$ cat src/hdl/iwt_pkg.sv
// Shared constants, types and helpers for the integer-to-word-token block.
package iwt_pkg;

    localparam int ValueW     = 31;
    localparam int CodeW      = 5;
    localparam int DigitW     = 4;
    localparam int Digits     = 10;
    localparam int Groups     = 4;
    localparam int GroupSlots = 5;
    localparam int SlotZero   = Groups * GroupSlots;
    localparam int Slots      = SlotZero + 1;
    localparam int ShiftW     = 32;
    localparam int StepBits   = 4;
    localparam int Steps      = ShiftW / StepBits;
    localparam int StepCntW   = $clog2(Steps);
    localparam int QueueDepth = 2;

    localparam int PhaseHundDigit = 0;
    localparam int PhaseHundred   = 1;
    localparam int PhaseTens      = 2;
    localparam int PhaseOnes      = 3;
    localparam int PhaseScale     = 4;

    localparam logic [CodeW-1:0] CodeZero     = 5'd0;
    localparam logic [CodeW-1:0] CodeTeenBase = 5'd10;
    localparam logic [CodeW-1:0] CodeTensBase = 5'd18;
    localparam logic [CodeW-1:0] CodeHundred  = 5'd28;
    localparam logic [CodeW-1:0] CodeThousand = 5'd29;
    localparam logic [CodeW-1:0] CodeMillion  = 5'd30;
    localparam logic [CodeW-1:0] CodeBillion  = 5'd31;

    typedef logic [Digits-1:0][DigitW-1:0] digits_t;

    typedef struct packed {
        digits_t          digit;
        logic [Slots-1:0] mask;
    } iwt_rec_t;

    function automatic logic [CodeW-1:0] scale_code(input int grp);
        logic [CodeW-1:0] code;
        case (grp)
            0:       code = CodeBillion;
            1:       code = CodeMillion;
            2:       code = CodeThousand;
            default: code = CodeZero;
        endcase
        return code;
    endfunction

endpackage

$ cat src/hdl/integer_to_word_tokens_top.sv
// Top level of the integer-to-word-token block.
// Spells a 31-bit unsigned number as American English word tokens, one token per output
// transaction, with last_word set on the final token. The front end converts each number to
// decimal in a shift-and-add-3 unit that handles four bits a cycle, and takes no new number
// until the last one is converted and the queue has room for it; the back end emits one token
// per cycle while the output is not stalled, between 1 and 16 tokens per number. A queue of
// QUEUE_DEPTH converted numbers sits between them.
module integer_to_word_tokens_top #(
    parameter int QUEUE_DEPTH = iwt_pkg::QueueDepth
) (
    input  logic                        clk,
    input  logic                        rst_n,
    input  logic                        in_valid,
    output logic                        in_stall,
    input  logic [iwt_pkg::ValueW-1:0]  value,
    output logic                        out_valid,
    input  logic                        out_stall,
    output logic [iwt_pkg::CodeW-1:0]   word_code,
    output logic                        last_word
);

    logic              push_valid;
    logic              push_full;
    iwt_pkg::iwt_rec_t push_data;
    logic              pop_valid;
    logic              pop;
    iwt_pkg::iwt_rec_t pop_data;

    iwt_front u_front (
        .clk        (clk),
        .rst_n      (rst_n),
        .in_valid   (in_valid),
        .in_stall   (in_stall),
        .value      (value),
        .push_valid (push_valid),
        .push_full  (push_full),
        .push_data  (push_data)
    );

    iwt_queue #(
        .DEPTH (QUEUE_DEPTH)
    ) u_queue (
        .clk        (clk),
        .rst_n      (rst_n),
        .push_valid (push_valid),
        .push_full  (push_full),
        .push_data  (push_data),
        .pop_valid  (pop_valid),
        .pop        (pop),
        .pop_data   (pop_data)
    );

    iwt_back u_back (
        .clk       (clk),
        .rst_n     (rst_n),
        .pop_valid (pop_valid),
        .pop       (pop),
        .pop_data  (pop_data),
        .out_valid (out_valid),
        .out_stall (out_stall),
        .word_code (word_code),
        .last_word (last_word)
    );

endmodule

$ cat src/hdl/iwt_front.sv
// Front end: takes a number, converts it to decimal digits and marks which tokens it emits.
module iwt_front (
    input  logic                         clk,
    input  logic                         rst_n,
    input  logic                         in_valid,
    output logic                         in_stall,
    input  logic [iwt_pkg::ValueW-1:0]   value,
    output logic                         push_valid,
    input  logic                         push_full,
    output iwt_pkg::iwt_rec_t            push_data
);

    logic                              busy_reg, busy_next;
    logic                              done_reg, done_next;
    logic [iwt_pkg::StepCntW-1:0]      cnt_reg, cnt_next;
    logic [iwt_pkg::ShiftW-1:0]        shift_reg, shift_next;
    iwt_pkg::digits_t                  bcd_reg, bcd_next;
    logic [iwt_pkg::ShiftW-1:0]        shift_step;
    iwt_pkg::digits_t                  bcd_step;
    logic                              accept;
    logic                              push;
    logic [iwt_pkg::Digits+1:0][iwt_pkg::DigitW-1:0] dx;

    assign in_stall   = busy_reg || (done_reg && push_full);
    assign accept     = in_valid && !in_stall;
    assign push_valid = done_reg;
    assign push       = done_reg && !push_full;

    always_comb
    begin
        bcd_step   = bcd_reg;
        shift_step = shift_reg;
        for (int b = 0; b < iwt_pkg::StepBits; b++)
        begin
            for (int k = 0; k < iwt_pkg::Digits; k++)
            begin
                if (bcd_step[k] >= 4'd5)
                begin
                    bcd_step[k] = bcd_step[k] + 4'd3;
                end
            end
            bcd_step   = {bcd_step[iwt_pkg::Digits-1][iwt_pkg::DigitW-2:0],
                          bcd_step[iwt_pkg::Digits-2:0], shift_step[iwt_pkg::ShiftW-1]};
            shift_step = {shift_step[iwt_pkg::ShiftW-2:0], 1'b0};
        end
    end

    always_comb
    begin
        busy_next  = busy_reg;
        done_next  = done_reg;
        cnt_next   = cnt_reg;
        shift_next = shift_reg;
        bcd_next   = bcd_reg;
        if (push)
        begin
            done_next = 1'b0;
        end
        if (accept)
        begin
            busy_next  = 1'b1;
            cnt_next   = '0;
            shift_next = {{(iwt_pkg::ShiftW - iwt_pkg::ValueW){1'b0}}, value};
            bcd_next   = '0;
        end
        else if (busy_reg)
        begin
            shift_next = shift_step;
            bcd_next   = bcd_step;
            cnt_next   = cnt_reg + 1'b1;
            if (cnt_reg == iwt_pkg::StepCntW'(iwt_pkg::Steps - 1))
            begin
                busy_next = 1'b0;
                done_next = 1'b1;
            end
        end
    end

    always_ff @(posedge clk or negedge rst_n)
    begin
        if (!rst_n)
        begin
            busy_reg <= 1'b0;
            done_reg <= 1'b0;
            cnt_reg  <= '0;
        end
        else
        begin
            busy_reg <= busy_next;
            done_reg <= done_next;
            cnt_reg  <= cnt_next;
        end
    end

    always_ff @(posedge clk)
    begin
        shift_reg <= shift_next;
        bcd_reg   <= bcd_next;
    end

    assign dx = {{(2 * iwt_pkg::DigitW){1'b0}}, bcd_reg};
    assign push_data.digit = bcd_reg;
    assign push_data.mask[iwt_pkg::SlotZero] = (bcd_reg == '0);

    for (genvar g = 0; g < iwt_pkg::Groups; g++)
    begin : g_grp
        localparam int OnesIdx = 3 * (iwt_pkg::Groups - 1 - g);
        localparam int Base    = g * iwt_pkg::GroupSlots;
        logic [iwt_pkg::DigitW-1:0] h, t, o;
        assign o = dx[OnesIdx];
        assign t = dx[OnesIdx + 1];
        assign h = dx[OnesIdx + 2];
        assign push_data.mask[Base + iwt_pkg::PhaseHundDigit] = (h != '0);
        assign push_data.mask[Base + iwt_pkg::PhaseHundred]   = (h != '0);
        assign push_data.mask[Base + iwt_pkg::PhaseTens]      = (t >= 4'd2);
        assign push_data.mask[Base + iwt_pkg::PhaseOnes]      = (t == 4'd1) || (o != '0);
        if (g < iwt_pkg::Groups - 1)
        begin : g_scale
            assign push_data.mask[Base + iwt_pkg::PhaseScale] =
                (h != '0) || (t != '0) || (o != '0);
        end
        else
        begin : g_noscale
            assign push_data.mask[Base + iwt_pkg::PhaseScale] = 1'b0;
        end
    end

endmodule

$ cat src/hdl/iwt_queue.sv
// Small FIFO that carries converted numbers from the front end to the token sequencer.
module iwt_queue #(
    parameter int DEPTH = iwt_pkg::QueueDepth
) (
    input  logic              clk,
    input  logic              rst_n,
    input  logic              push_valid,
    output logic              push_full,
    input  iwt_pkg::iwt_rec_t push_data,
    output logic              pop_valid,
    input  logic              pop,
    output iwt_pkg::iwt_rec_t pop_data
);

    localparam int PtrW = (DEPTH > 1) ? $clog2(DEPTH) : 1;
    localparam int CntW = $clog2(DEPTH + 1);

    iwt_pkg::iwt_rec_t mem [DEPTH];
    logic [PtrW-1:0] wr_ptr_reg, wr_ptr_next;
    logic [PtrW-1:0] rd_ptr_reg, rd_ptr_next;
    logic [CntW-1:0] count_reg, count_next;
    logic            do_push, do_pop;

    assign push_full = (count_reg == CntW'(DEPTH));
    assign pop_valid = (count_reg != '0);
    assign do_push   = push_valid && !push_full;
    assign do_pop    = pop && pop_valid;
    assign pop_data  = mem[rd_ptr_reg];

    always_comb
    begin
        wr_ptr_next = wr_ptr_reg;
        rd_ptr_next = rd_ptr_reg;
        count_next  = count_reg;
        if (do_push)
        begin
            wr_ptr_next = (wr_ptr_reg == PtrW'(DEPTH - 1)) ? '0 : wr_ptr_reg + 1'b1;
        end
        if (do_pop)
        begin
            rd_ptr_next = (rd_ptr_reg == PtrW'(DEPTH - 1)) ? '0 : rd_ptr_reg + 1'b1;
        end
        if (do_push && !do_pop)
        begin
            count_next = count_reg + 1'b1;
        end
        else if (do_pop && !do_push)
        begin
            count_next = count_reg - 1'b1;
        end
    end

    always_ff @(posedge clk or negedge rst_n)
    begin
        if (!rst_n)
        begin
            wr_ptr_reg <= '0;
            rd_ptr_reg <= '0;
            count_reg  <= '0;
        end
        else
        begin
            wr_ptr_reg <= wr_ptr_next;
            rd_ptr_reg <= rd_ptr_next;
            count_reg  <= count_next;
        end
    end

    always_ff @(posedge clk)
    begin
        if (do_push)
        begin
            mem[wr_ptr_reg] <= push_data;
        end
    end

endmodule

$ cat src/hdl/iwt_back.sv
// Back end: walks the token mask of each number and drives one token per transaction.
module iwt_back (
    input  logic                        clk,
    input  logic                        rst_n,
    input  logic                        pop_valid,
    output logic                        pop,
    input  iwt_pkg::iwt_rec_t           pop_data,
    output logic                        out_valid,
    input  logic                        out_stall,
    output logic [iwt_pkg::CodeW-1:0]   word_code,
    output logic                        last_word
);

    logic                            work_valid_reg, work_valid_next;
    iwt_pkg::iwt_rec_t               work_reg, work_next;
    logic                            out_valid_reg, out_valid_next;
    logic [iwt_pkg::CodeW-1:0]       code_reg, code_next;
    logic                            last_reg, last_next;
    logic [iwt_pkg::Slots-1:0]       low_bit;
    logic                            is_last;
    logic                            tok_load;
    logic                            work_done;
    logic [iwt_pkg::CodeW-1:0]       tok [iwt_pkg::Slots];
    logic [iwt_pkg::CodeW-1:0]       cur_code;
    logic [iwt_pkg::Digits+1:0][iwt_pkg::DigitW-1:0] dx;

    assign dx = {{(2 * iwt_pkg::DigitW){1'b0}}, work_reg.digit};

    for (genvar g = 0; g < iwt_pkg::Groups; g++)
    begin : g_grp
        localparam int OnesIdx = 3 * (iwt_pkg::Groups - 1 - g);
        localparam int Base    = g * iwt_pkg::GroupSlots;
        logic [iwt_pkg::DigitW-1:0] h, t, o;
        assign o = dx[OnesIdx];
        assign t = dx[OnesIdx + 1];
        assign h = dx[OnesIdx + 2];
        assign tok[Base + iwt_pkg::PhaseHundDigit] = {1'b0, h};
        assign tok[Base + iwt_pkg::PhaseHundred]   = iwt_pkg::CodeHundred;
        assign tok[Base + iwt_pkg::PhaseTens]      = iwt_pkg::CodeTensBase + {1'b0, t};
        assign tok[Base + iwt_pkg::PhaseOnes]      = (t == 4'd1) ?
                                                     iwt_pkg::CodeTeenBase + {1'b0, o} :
                                                     {1'b0, o};
        assign tok[Base + iwt_pkg::PhaseScale]     = iwt_pkg::scale_code(g);
    end
    assign tok[iwt_pkg::SlotZero] = iwt_pkg::CodeZero;

    always_comb
    begin
        cur_code = iwt_pkg::CodeZero;
        for (int s = iwt_pkg::Slots - 1; s >= 0; s--)
        begin
            if (work_reg.mask[s])
            begin
                cur_code = tok[s];
            end
        end
    end

    assign low_bit   = work_reg.mask & (~work_reg.mask + 1'b1);
    assign is_last   = ((work_reg.mask & (work_reg.mask - 1'b1)) == '0);
    assign tok_load  = work_valid_reg && (!out_valid_reg || !out_stall);
    assign work_done = tok_load && is_last;
    assign pop       = pop_valid && (!work_valid_reg || work_done);

    always_comb
    begin
        work_valid_next = work_valid_reg;
        work_next       = work_reg;
        if (pop)
        begin
            work_valid_next = 1'b1;
            work_next       = pop_data;
        end
        else if (work_done)
        begin
            work_valid_next = 1'b0;
        end
        else if (tok_load)
        begin
            work_next.mask = work_reg.mask & ~low_bit;
        end
    end

    always_comb
    begin
        out_valid_next = out_valid_reg;
        code_next      = code_reg;
        last_next      = last_reg;
        if (tok_load)
        begin
            out_valid_next = 1'b1;
            code_next      = cur_code;
            last_next      = is_last;
        end
        else if (!out_stall)
        begin
            out_valid_next = 1'b0;
        end
    end

    always_ff @(posedge clk or negedge rst_n)
    begin
        if (!rst_n)
        begin
            work_valid_reg <= 1'b0;
            out_valid_reg  <= 1'b0;
        end
        else
        begin
            work_valid_reg <= work_valid_next;
            out_valid_reg  <= out_valid_next;
        end
    end

    always_ff @(posedge clk)
    begin
        work_reg <= work_next;
        code_reg <= code_next;
        last_reg <= last_next;
    end

    assign out_valid = out_valid_reg;
    assign word_code = code_reg;
    assign last_word = last_reg;

endmodule
$ cat config.mk
export PLATFORM = sky130hd
export DESIGN_NAME = integer_to_word_tokens_top
export DESIGN_NICKNAME = d
export VERILOG_FILES = /design/src/hdl/iwt_pkg.sv /design/src/hdl/integer_to_word_tokens_top.sv /design/src/hdl/iwt_front.sv /design/src/hdl/iwt_queue.sv /design/src/hdl/iwt_back.sv
export SDC_FILE = /design/constraint.sdc
export NUM_CORES = 1
export LEC_CHECK = 0
export ABC_CLOCK_PERIOD_IN_PS = 14050
export BUFFER_PORTS_ARGS = -buffer_cell sky130_fd_sc_hd__buf_2
export CORE_MARGIN = 2
export CORE_UTILIZATION = 55
export DETAILED_ROUTE_END_ITERATION = 8
export PLACE_DENSITY = 0.72
export RECOVER_POWER = 50
export SYNTH_ARGS = -nofsm -noshare
export SYNTH_HDL_FRONTEND = slang
export SYNTH_HIERARCHICAL = 1
export SYNTH_SLANG_ARGS = --single-unit
$ cat constraint.sdc
create_clock -name clk -period 14.05 [get_ports clk]
set_input_delay 0 -clock clk [delete_from_list [all_inputs] [get_ports clk]]
set_output_delay 0 -clock clk [all_outputs]
set_load 0.005 [all_outputs]
==> run_results.csv <==
group,metric,value,unit
worst_setup_path,cp.arrival,5230,ps
die,num_io_pins,43,
cells_and_area,regArea,7700,um2
die,die_h,178,um
place,dp_hpwl,24700,um
place,gp_routability_congestion,0.864,
cells_and_area,final_cells,2067,
die,die-width,178,um
cells_and_area,final_common_cell,"nand2_1",
route,highest_layer,"met4",
route,avgRoutedWirePerCell,17.7,um
route,via_per_inst,6.07,
die,dieArea,31800,um2
outcome,violations,"capacitance limit, slew limit",
cells_and_area,fill_cells,2407,
worst_setup_path,cp_max_fo,56,
cts,cts_buffers,29,
cells_and_area,multi_input_area,8180,um2
worst_setup_path,r2r_end,"u_front/g_grp[2].h[0]",
logic_synthesis,netlist_area,16700,um2
logic_synthesis,synth_edf_count,220,
logic_synthesis,syn_area_per_cell,10.4,um2
sta,timing.fmax,211,MHz
cts,root_buffer,"clkbuf_16",
run,cap_violations,4,
worst_setup_path,critPathSlowestCell,"clkbuf_1",
cells_and_area,fin_nets,1745,
logic_synthesis,synth_top_cell_area_share,0.395,
sta,period_share,0.338,
worst_setup_path,r2r_slack,9300,ps
place,numPortBuffers,42,
worst_setup_path,crit_family,"buffers and inverters",
logic_synthesis,synthCells,1613,
cells_and_area,layout-drive-gt1-share,0.119,
route,m1WireLength,17600,um
grt,grt_pass1_wl,59700,um
hold_path,min_path_cells,4,
cts,clk_pin_slew,60,ps
grt,antenna_found_initial,0,
route,first_pass_iters,5,
sta,worst_slew_pin_slew,2760,ps
worst_setup_path,crit_buf_inv,3,
worst_setup_path,crit_chain,"clkbuf_1, clkinv_1, clkbuf_1, or4_1, nand3_1",
logic_synthesis,synth_cell_type_count,108,
cts,post-cts-setup-buffer-count,0,
route,met3_length,1770,um
worst_setup_path,cp-start-kind,"flip-flop",
worst_setup_path,crit_type,"reg2reg",
sta,min_period,4750,ps
grt,grt-ovfl-total,0,
hold_path,hold_class,"in2reg",
logic_synthesis,synth_flop_cell,"edfxtp_1",
worst_setup_path,crit_top_cell,"clkbuf_1",
worst_setup_path,worstReg2RegStart,"u_front/busy_reg",
cts,h-tree-depth,1,
worst_setup_path,required,14530,ps
cts,cts_sinks,272,
cells_and_area,areaGrowthSynthToFinish,9.00,%
logic_synthesis,synth_seq_cells,272,
route,routed_wl,36600,um
cts,clockBufferDepth,3,
logic_synthesis,synthTopCellsByArea,"edfxtp_1 39%, mux2_4 5.4%, nand2_1 5.1%",
hold_path,hold_path_end,"u_front/busy_reg",
outcome,status,"finished with violations",
place,dp.cells,1975,
grt,grt_pass1_vias,11900,
sta,grt_setup_unrepaired,"no",
worst_setup_path,ff2ff_path_depth,5,
route,vias,12600,
hold_path,worstHoldStart,"in_valid",
logic_synthesis,synth_largest_area_cell,"edfxtp_1",
sta,finalSetupViolCount,0,
die,fp-row-count,63,
sta,finalMaxSlewViolations,156,
sta,skew,7.38,ps
grt,grt_use_total,0.231,
worst_setup_path,end_kind,"flip-flop",
grt,grt_max_degree,57,
die,start_util,0.561,
route,drt_iter0_markers,1074,
route,final_antenna_net_count,0,
cells_and_area,largest_reg_flops,122,
die,core-area,29800,um2
cts,clk_latency,560,ps
cells_and_area,diodes,0,
cts,cts_tree,"built",
route,dr_wl_met2,16800,um
logic_synthesis,ys_async_sr_fraction,0.0404,
logic_synthesis,synth_seq_area_share,0.460,
cells_and_area,final_cell_mix,"229 x nand2_1, 220 x edfxtp_1, 96 x a21oi_1",
route,drc,0,
sta,relSlewSlack,-0.841,
sta,hold_viol,0,
sta,tns,0,ps
logic_synthesis,ys.warnings.count,6,
worst_setup_path,max_stage_delay,1950,ps
worst_setup_path,crit_start,"u_front/busy_reg",
cell type report:
class,count,share of cell area
multi-input combinational,1197,0.448
tap,390,0.0268
sequential,272,0.422
timing repair buffer,90,0.0353
inverter,64,0.0132
clock inverter,21,0.0122
clock buffer,33,0.0417
stage by stage:
stage / hold slack [ps] / setup WS, ps / instance area [um2] / util
after floorplan: -296 / 8880 / 16700 / -
after global placement: -104 / 9880 / 17000 / 0.572
after detailed placement: -100 / 9690 / 17000 / 0.572
after CTS: 81.9 / 9640 / 18400 / 0.618
after global routing: 158 / 8820 / 18200 / 0.612
final: 119 / 9300 / 18200 / 0.612
Yosys cell counts, types with 11 or more instances:
master and count:
clkbuf_1 46, ha_1 56, o21a_1 15, dfrtp_1 11, mux2i_1 19, o21ai_1 43
a221oi_1 11, and2_1 23, o211ai_1 19, buf_2 14, a21o_1 16, buf_4 11
nor2b_1 15, nand2b_1 25, nor3_1 20, inv_1 55, and3_1 19, nand2_1 229
mux2_2 19, mux2_4 60, a211o_1 17, o21ai_0 57, nand3_1 28, xnor2_1 14
a211oi_1 31, edfxtp_1 220, a31oi_1 18, or3_1 20, xor2_1 11, a21oi_1 96
dfxtp_1 41, nor2_1 84
how the worst max path moves through the flow:
stage | end | slack, ps | cells past startpoint
2_1_floorplan | u_queue/count_reg[1] | 8880 | 14
3_3_place_gp | u_queue/count_reg[1] | 9880 | 13
4_1_cts | u_queue/count_reg[1] | 9640 | 12
6_report | u_front/g_grp[2].h[0] | 9300 | 5
5_1_grt | u_front/g_grp[1].o[1] | 8820 | 5
3_5_place_dp | u_queue/count_reg[1] | 9690 | 13
per-layer routing:
| layer | track usage | vias up |
|---|---|---|
| met5 | 0 | - |
| met3 | 0.0256 | 35 |
| met1 | 0.339 | 5993 |
| li1 | - | 6169 |
| met4 | 0.0390 | 0 |
| met2 | 0.375 | 359 |
repair_timing:
| item | 4_1_cts | 5_1_grt |
|---|---|---|
| hold buffers | 38 | 0 |
| resized for setup | 0 | 0 |
| endpoints found under the hold margin | 44 | 0 |
tightest hold or removal path, cell delays in order:
cell     delay, ps
buf_2          130
nand2_1         60
buf_4          300
o21ai_0        140
cell families after synthesis:
| family | synth area share |
|---|---|
| compound gates | 0.204 |
| buf+inv | 0.0441 |
| mux | 0.0817 |
| other cells | 0.000224 |
| simple gates | 0.153 |
| fa+ha+maj | 0.0425 |
| flops | 0.460 |
| xor+xnor | 0.0131 |
Power is left out: the tool's default activity adds up to more than one toggle a clock period on the data nets, which glitch-free logic cannot reach.
